### config.mk
export PLATFORM = sky130hd
export DESIGN_NAME = two_class_priority_task_queue
export DESIGN_NICKNAME = d
export VERILOG_FILES = /design/src/sv/tpq_pkg.sv /design/src/sv/two_class_priority_task_queue.sv /design/src/sv/tpq_ram.sv
export SDC_FILE = /design/constraint.sdc
export NUM_CORES = 1
export LEC_CHECK = 0
export ABC_AREA = 0
export BUFFER_PORTS_ARGS = -buffer_cell sky130_fd_sc_hd__buf_2
export CAP_MARGIN = 30
export CELL_PAD_IN_SITES_DETAIL_PLACEMENT = 0
export CELL_PAD_IN_SITES_GLOBAL_PLACEMENT = 2
export CORE_MARGIN = 2
export CORE_UTILIZATION = 40
export CTS_CLUSTER_SIZE = 8
export DETAILED_ROUTE_END_ITERATION = 10
export PLACE_DENSITY = 0.67
export SYNTH_ARGS = -nofsm -noshare
export SYNTH_HDL_FRONTEND = slang
export SYNTH_SLANG_ARGS = --single-unit
### constraint.sdc
create_clock -name clk_i -period 7.9 [get_ports clk_i]
set_input_delay 1.58 -clock clk_i [delete_from_list [all_inputs] [get_ports clk_i]]
set_output_delay 1.58 -clock clk_i [all_outputs]
set_load 0.005 [all_outputs]
### src/sv/tpq_pkg.sv
// Package for the two-class priority task queue: item types, codes and defaults.
package tpq_pkg;

  localparam int ListDepthDefault = 16;
  localparam logic [7:0] GfxLevelReset = 8'd0;

  localparam logic [1:0] CmdAdd  = 2'd0;
  localparam logic [1:0] CmdNext = 2'd1;
  localparam logic [1:0] CmdGfx  = 2'd2;

  localparam logic [1:0] StatusOk    = 2'd0;
  localparam logic [1:0] StatusEmpty = 2'd1;
  localparam logic [1:0] StatusFull  = 2'd2;

  typedef struct packed {
    logic [1:0]  command;
    logic [15:0] task_tag;
    logic [7:0]  priority_req;
    logic        concurrent_class;
    logic        main_first;
  } in_item_t;

  typedef struct packed {
    logic        granted;
    logic [15:0] out_tag;
    logic [7:0]  out_priority;
    logic [1:0]  status;
  } out_item_t;

  typedef struct packed {
    logic [15:0] tag;
    logic [7:0]  prio;
  } entry_t;

  localparam int EntryWidth = $bits(entry_t);

endpackage

### src/sv/two_class_priority_task_queue.sv
// Two-class priority task queue: list storage, scan/shift sequencer and item ports.
//
//   channel   direction  handshake               payload
//   in        input      in_valid_i/in_ready_o   in_item_i  (tpq_pkg::in_item_t)
//   out       output     out_valid_o/out_ready_i out_item_o (tpq_pkg::out_item_t)
//   cfg       input      cfg_we_i                cfg_wdata_i (graphics level)
//
// Add, full, empty and unused commands go from idle straight to the done state.
// Take commands scan the selected list through one RAM read port and one compare,
// then shift the tail down one entry a cycle. in_ready_o is high only when idle.
// Reset clears both list counts; list storage needs no clearing.
// A result waits in the output register while the next item is accepted.
module two_class_priority_task_queue #(
  parameter int LIST_DEPTH = tpq_pkg::ListDepthDefault
) (
  input  logic               clk_i,
  input  logic               rst_ni,
  input  logic               in_valid_i,
  output logic               in_ready_o,
  input  tpq_pkg::in_item_t  in_item_i,
  output logic               out_valid_o,
  input  logic               out_ready_i,
  output tpq_pkg::out_item_t out_item_o,
  input  logic               cfg_we_i,
  input  logic [7:0]         cfg_wdata_i
);

  localparam int IW = $clog2(LIST_DEPTH);
  localparam int CW = $clog2(LIST_DEPTH + 1);
  localparam int AW = IW + 1;
  localparam int RamDepth = 2 ** AW;
  localparam logic [CW-1:0] CntFull = CW'(LIST_DEPTH);

  localparam logic [1:0] StIdle  = 2'd0;
  localparam logic [1:0] StScan  = 2'd1;
  localparam logic [1:0] StShift = 2'd2;
  localparam logic [1:0] StDone  = 2'd3;

  logic [1:0]    state_q, state_d;
  logic [CW-1:0] main_cnt_q, main_cnt_d;
  logic [CW-1:0] conc_cnt_q, conc_cnt_d;
  logic [7:0]    gl_q, gl_d;
  logic          out_valid_q, out_valid_d;
  logic          pend_q, pend_d;
  logic          found_q, found_d;
  logic          sel_q, sel_d;
  logic          gfx_q, gfx_d;
  logic [CW-1:0] ptr_q, ptr_d;
  logic [IW-1:0] pidx_q, pidx_d;
  logic [IW-1:0] best_idx_q, best_idx_d;
  tpq_pkg::entry_t    best_q, best_d;
  tpq_pkg::out_item_t res_q, res_d;
  tpq_pkg::out_item_t out_q, out_d;

  logic                          sel_new;
  logic [CW-1:0]                 n_new;
  logic [CW-1:0]                 n_cur;
  logic                          rd_more;
  logic                          take;
  logic                          ram_we;
  logic [AW-1:0]                 ram_waddr;
  logic [AW-1:0]                 ram_raddr;
  logic [tpq_pkg::EntryWidth-1:0] ram_wdata;
  logic [tpq_pkg::EntryWidth-1:0] ram_rdata;
  tpq_pkg::entry_t               rd_entry;

  tpq_ram #(
    .WIDTH (tpq_pkg::EntryWidth),
    .DEPTH (RamDepth)
  ) u_ram (
    .clk_i   (clk_i),
    .we_i    (ram_we),
    .waddr_i (ram_waddr),
    .wdata_i (ram_wdata),
    .raddr_i (ram_raddr),
    .rdata_o (ram_rdata)
  );

  assign rd_entry = tpq_pkg::entry_t'(ram_rdata);
  assign n_cur    = sel_q ? conc_cnt_q : main_cnt_q;
  assign rd_more  = ptr_q < n_cur;
  assign n_new    = sel_new ? conc_cnt_q : main_cnt_q;

  always_comb begin
    unique case (in_item_i.command)
      tpq_pkg::CmdAdd:  sel_new = in_item_i.concurrent_class;
      tpq_pkg::CmdNext: sel_new = !(in_item_i.main_first && (main_cnt_q != '0));
      tpq_pkg::CmdGfx:  sel_new = in_item_i.concurrent_class || (main_cnt_q == '0);
      default:          sel_new = 1'b0;
    endcase
  end

  always_comb begin
    take = 1'b0;
    if (gfx_q) begin
      take = (pidx_q == '0) || (!found_q && (rd_entry.prio == gl_q));
    end else begin
      take = (pidx_q == '0) || (rd_entry.prio > best_q.prio);
    end
  end

  always_comb begin
    state_d     = state_q;
    main_cnt_d  = main_cnt_q;
    conc_cnt_d  = conc_cnt_q;
    gl_d        = cfg_we_i ? cfg_wdata_i : gl_q;
    out_valid_d = out_valid_q;
    pend_d      = pend_q;
    found_d     = found_q;
    sel_d       = sel_q;
    gfx_d       = gfx_q;
    ptr_d       = ptr_q;
    pidx_d      = pidx_q;
    best_idx_d  = best_idx_q;
    best_d      = best_q;
    res_d       = res_q;
    out_d       = out_q;
    ram_we      = 1'b0;
    ram_waddr   = {sel_q, pidx_q - IW'(1)};
    ram_wdata   = ram_rdata;
    ram_raddr   = {sel_q, ptr_q[IW-1:0]};

    if (out_valid_q && out_ready_i) begin
      out_valid_d = 1'b0;
    end

    unique case (state_q)
      StIdle: begin
        if (in_valid_i) begin
          sel_d   = sel_new;
          gfx_d   = (in_item_i.command == tpq_pkg::CmdGfx);
          ptr_d   = '0;
          pend_d  = 1'b0;
          found_d = 1'b0;
          res_d   = '0;
          state_d = StDone;
          unique case (in_item_i.command) inside
            tpq_pkg::CmdAdd: begin
              if (n_new >= CntFull) begin
                res_d.status = tpq_pkg::StatusFull;
              end else begin
                ram_we    = 1'b1;
                ram_waddr = {sel_new, n_new[IW-1:0]};
                ram_wdata = {in_item_i.task_tag, in_item_i.priority_req};
                if (sel_new) begin
                  conc_cnt_d = conc_cnt_q + CW'(1);
                end else begin
                  main_cnt_d = main_cnt_q + CW'(1);
                end
                res_d.status = tpq_pkg::StatusOk;
              end
            end
            tpq_pkg::CmdNext, tpq_pkg::CmdGfx: begin
              if (n_new == '0) begin
                res_d.status = tpq_pkg::StatusEmpty;
              end else begin
                state_d = StScan;
              end
            end
            default: res_d = '0;
          endcase
        end
      end
      StScan: begin
        if (rd_more) begin
          ptr_d  = ptr_q + CW'(1);
          pend_d = 1'b1;
          pidx_d = ptr_q[IW-1:0];
        end else begin
          pend_d = 1'b0;
        end
        if (pend_q) begin
          if (take) begin
            best_idx_d = pidx_q;
            best_d     = rd_entry;
            if (gfx_q && (pidx_q != '0)) begin
              found_d = 1'b1;
            end
          end
          if (!rd_more) begin
            state_d = StShift;
            ptr_d   = CW'(best_idx_d) + CW'(1);
            pend_d  = 1'b0;
          end
        end
      end
      StShift: begin
        // move each later entry down by one to close the gap
        ram_we = pend_q;
        if (rd_more) begin
          ptr_d  = ptr_q + CW'(1);
          pend_d = 1'b1;
          pidx_d = ptr_q[IW-1:0];
        end else begin
          pend_d = 1'b0;
          if (sel_q) begin
            conc_cnt_d = conc_cnt_q - CW'(1);
          end else begin
            main_cnt_d = main_cnt_q - CW'(1);
          end
          res_d.granted      = 1'b1;
          res_d.out_tag      = best_q.tag;
          res_d.out_priority = best_q.prio;
          res_d.status       = tpq_pkg::StatusOk;
          state_d            = StDone;
        end
      end
      StDone: begin
        if (!out_valid_q || out_ready_i) begin
          out_d       = res_q;
          out_valid_d = 1'b1;
          state_d     = StIdle;
        end
      end
      default: state_d = StIdle;
    endcase
  end

  always_ff @(posedge clk_i or negedge rst_ni) begin
    if (!rst_ni) begin
      state_q     <= StIdle;
      main_cnt_q  <= '0;
      conc_cnt_q  <= '0;
      gl_q        <= tpq_pkg::GfxLevelReset;
      out_valid_q <= 1'b0;
      pend_q      <= 1'b0;
      found_q     <= 1'b0;
    end else begin
      state_q     <= state_d;
      main_cnt_q  <= main_cnt_d;
      conc_cnt_q  <= conc_cnt_d;
      gl_q        <= gl_d;
      out_valid_q <= out_valid_d;
      pend_q      <= pend_d;
      found_q     <= found_d;
    end
  end

  always_ff @(posedge clk_i) begin
    sel_q      <= sel_d;
    gfx_q      <= gfx_d;
    ptr_q      <= ptr_d;
    pidx_q     <= pidx_d;
    best_idx_q <= best_idx_d;
    best_q     <= best_d;
    res_q      <= res_d;
    out_q      <= out_d;
  end

  assign in_ready_o  = (state_q == StIdle);
  assign out_valid_o = out_valid_q;
  assign out_item_o  = out_q;

endmodule

### src/sv/tpq_ram.sv
// Generic simple dual-port RAM, one write port and one registered read port.
module tpq_ram #(
  parameter int WIDTH = 24,
  parameter int DEPTH = 32
) (
  input  logic                     clk_i,
  input  logic                     we_i,
  input  logic [$clog2(DEPTH)-1:0] waddr_i,
  input  logic [WIDTH-1:0]         wdata_i,
  input  logic [$clog2(DEPTH)-1:0] raddr_i,
  output logic [WIDTH-1:0]         rdata_o
);

  logic [WIDTH-1:0] mem_q [DEPTH];
  logic [WIDTH-1:0] rdata_q;

  always_ff @(posedge clk_i) begin
    if (we_i) begin
      mem_q[waddr_i] <= wdata_i;
    end
    rdata_q <= mem_q[raddr_i];
  end

  assign rdata_o = rdata_q;

endmodule
==> impl_metrics.json <==
{
  "rsz0062_at_grt": "no",
  "layout-drive-gt1-share_pct": 32.3,
  "netlist_area_um2": 35500,
  "postPlaceCellArea_um2": 37500,
  "maxSlewViolCount": 0,
  "cts_made_buffers": 131,
  "combPwrFrac_pct": 25.8,
  "yosys.area.top_type": "edfxtp_1",
  "core-area_um2": 88200,
  "fin_skew_ps": 26.3,
  "routed_wl_um": 79800,
  "drtIter0Drc": 1538,
  "grt_util_all_layers_pct": 17.9,
  "wl_per_cell_um": 26.6,
  "cp-end-kind": "flop",
  "cts_max_level": 4,
  "critical_path_arrival_ps": 4760,
  "initial_core_util_pct": 40.3,
  "syn_nets": 1681,
  "floorplan.io_pins": 70,
  "layout.cells.non_filler": 3005,
  "synth_area_per_cell_um2": 22.1,
  "cts.repair.resized": 0,
  "cts_setup_buffers": 0,
  "use_met3_pct": 3.34,
  "worst_path_max_delay_cell": "nor2_4",
  "antenna_found_initial": 4,
  "slowest_delay_ps": 850,
  "clk_path_buf_depth": 3,
  "critPathLaunch": "in_item_i[26]",
  "portBuffers": 69,
  "peakVddDrop_uv": 254,
  "synth_top_area_share_pct": 72.8,
  "route.detailed.drc": 0,
  "pwr-share-seq_pct": 41.7,
  "clock_latency_ps": 710,
  "vias_per_cell": 5.38,
  "power.share.switching_pct": 29.9,
  "worstHoldStart": "res_q[9]",
  "cp_top_family": "compound AO/OA/AOI/OAI gates",
  "n_antenna_cell": 0,
  "worst_setup_path_start_kind": "input pin",
  "synthCells": 1608,
  "cp_max_fo": 24,
  "fin_setup_tns_ps": 0,
  "clk_pin_slew_ps": 40,
  "yosysUniqueCellTypes": 59,
  "ys_top_cells_by_area": "edfxtp_1, mux4_2, mux2_2",
  "dp_hpwl_um": 46100,
  "fmax_ghz": 0.225,
  "final_area_um2": 41500,
  "grt_pass1_vias": 17227,
  "route.antenna.remaining_nets": 0,
  "num_vias": 16169,
  "dp_worst_setup_slack_ps": 2840,
  "drv_cap": 0,
  "path_class": "in -> reg",
  "ys_ff_latch": 908,
  "busiest_layer": "met2",
  "die_area_um2": 91200,
  "yosys_warnings": 0,
  "die_h_um": 302,
  "nets": 1839,
  "num_rows": 109,
  "clockPowerShare_pct": 32.5,
  "status": "finished, final reports clean",
  "finalPower_w": 0.0158,
  "cp_num_buf_inv": 2,
  "cts_root_buffer": "clkbuf_16",
  "ys.flop_type": "edfxtp_1",
  "die_x_um": 302,
  "path_common_cell": "o21a_1",
  "post-route-period-util_pct": 56.4,
  "setup_viol_count_final": 0,
  "cellPowerDensity_nw_per_um2": 382,
  "syn2layout_area_growth_pct": 16.7,
  "grt_pass1_wl_um": 117000,
  "hold_viol_final": 0,
  "n_fill_cell": 7145,
  "gr-total-overflow": 0,
  "critical_path_required_ps": 8210,
  "synthArstFlopShare_pct": 2.53,
  "p_int_w": 0.0111,
  "met2_usage_pct": 29.0,
  "worstHoldPathType": "reg -> reg",
  "setup_ws_ps": 3450,
  "cp_cell_sequence": "buf_2, inv_1, ha_1, o21a_1, a21oi_4, o21a_1, nor2_1, a211o_2, a21oi_1, nand2_1, nor2_4",
  "clock-sinks": 908,
  "p_sw_w": 0.00473,
  "tritoncts": "yes",
  "hold_buffers": 0,
  "ys_seq_area_share_pct": 75.7,
  "synth-edff-count": 861,
  "grt_start_max_net_pins": 71,
  "finalCriticalPeriod_ps": 4450,
  "place_inst": 2792,
  "tightest_slew_ps": 991,
  "met1_usage_pct": 24.5,
  "slew_headroom_pct": 33.8,
  "r2r_start": "state_q[0]",
  "finalWeightedCongestion": 0.771,
  "first_pass_iters": 5,
  "leakage_nw": 13.2
}
[final cells by class]
type / instances / area (um^2) / share of cell area (%)
clock buffers: 195 / 3590 / 8.66
inverters: 26 / 97.6 / 0.235
multi-input cells: 601 / 8410 / 20.3
repair buffers: 98 / 768 / 1.85
clock inverters: 12 / 225 / 0.543
flip-flops and latches: 908 / 26900 / 64.9
well taps: 1165 / 1460 / 3.52
[power by group through the flow]
stage,Clock (W),Sequential (W),Combinational (W)
final,0.00515,0.00662,0.00408
after global routing,0.00546,0.00665,0.00442
after CTS,0.00526,0.00662,0.00418
after detailed placement,0,0.00670,0.00416
after global placement,0,0.00670,0.00404
after floorplan,0,0.00657,0.00278
[Yosys cell counts (3+ instances only)]
library cell	number
edfxtp_1	861
mux4_2	240
nor2_1	63
mux2_2	62
clkbuf_1	40
ha_1	30
nand2_1	26
inv_1	25
dfxtp_1	24
dfrtp_1	23
and2_1	22
a21oi_1	18
o21ai_0	17
mux2i_1	12
buf_4	11
xnor2_1	11
buf_2	10
nor3_1	9
xor2_1	9
nor2b_1	8
buf_6	7
nand3_1	6
o21a_1	6
buf_1	5
nand2b_1	5
a21o_1	4
a31oi_2	4
a211oi_1	3
nor3b_1	3
o211ai_1	3
o22ai_1	3
[state kept, by name, summed over array words and instances (netlist names), 5 cells and up]
name and flops:
conc_cnt_q 5, main_cnt_q 5, ptr_q 5, u_ram.mem_q 768, best_q 24, u_ram.rdata_o 24
gl_q 8, out_item_o 27, res_q 27
[cells in the final DEF (no fill, tap or decap), types with 21 or more instances in the layout]
cell       synthesis  final
mux2_2            62     62
nor2_1            63     31
ha_1              30     29
and2_1            22     21
buf_2             10     69
nand2_1           26     26
edfxtp_1         861    861
clkbuf_16          0    134
dfxtp_1           24     24
dfrtp_1           23     23
inv_1             25     25
clkbuf_1          40     60
nor2_4             1     33
mux4_2           240    240
[worst paths after layout]
path	to	slack, ps	depth (start not counted)
min	out_item_o[9]	410	0
max in group asynchronous	gl_q[0]	6590	1
max reg2reg	u_ram.mem_q[14][10]	3970	8
min in group asynchronous	pend_q	880	1
min reg2reg	out_item_o[9]	410	0
max	u_ram.mem_q[14][10]	3450	11
[routing by layer]
layer / share of wire (%) / up-vias / wire, um
li1: - / 7009 / -
met1: 44 / 8644 / 34700
met2: 49 / 407 / 39300
met3: 4.9 / 109 / 3930
met4: 2.4 / 0 / 1910
met5: 0 / - / 0
[through the flow]
stage	hold WS [ps]	util, %
final	415	47.0
after floorplan	400	-
after global routing	421	47.0
after detailed placement	405	42.5
after global placement	402	42.3
after CTS	417	46.8
[kinds of logic (layout without fill, tap and decap cells)]
logic type	count (synthesis)	in the layout	synth area share (%)
XOR/XNOR	20	20	0.493
adder cells (fa/ha/maj)	32	32	1.17
multiplexers	314	314	17.5
flip-flops	908	908	75.7
AND/OR/NAND/NOR	155	155	2.13
AO/OA/AOI/OAI	80	80	1.61
buffers and inverters	99	331	1.35
(Power assumes the default switching activity.)
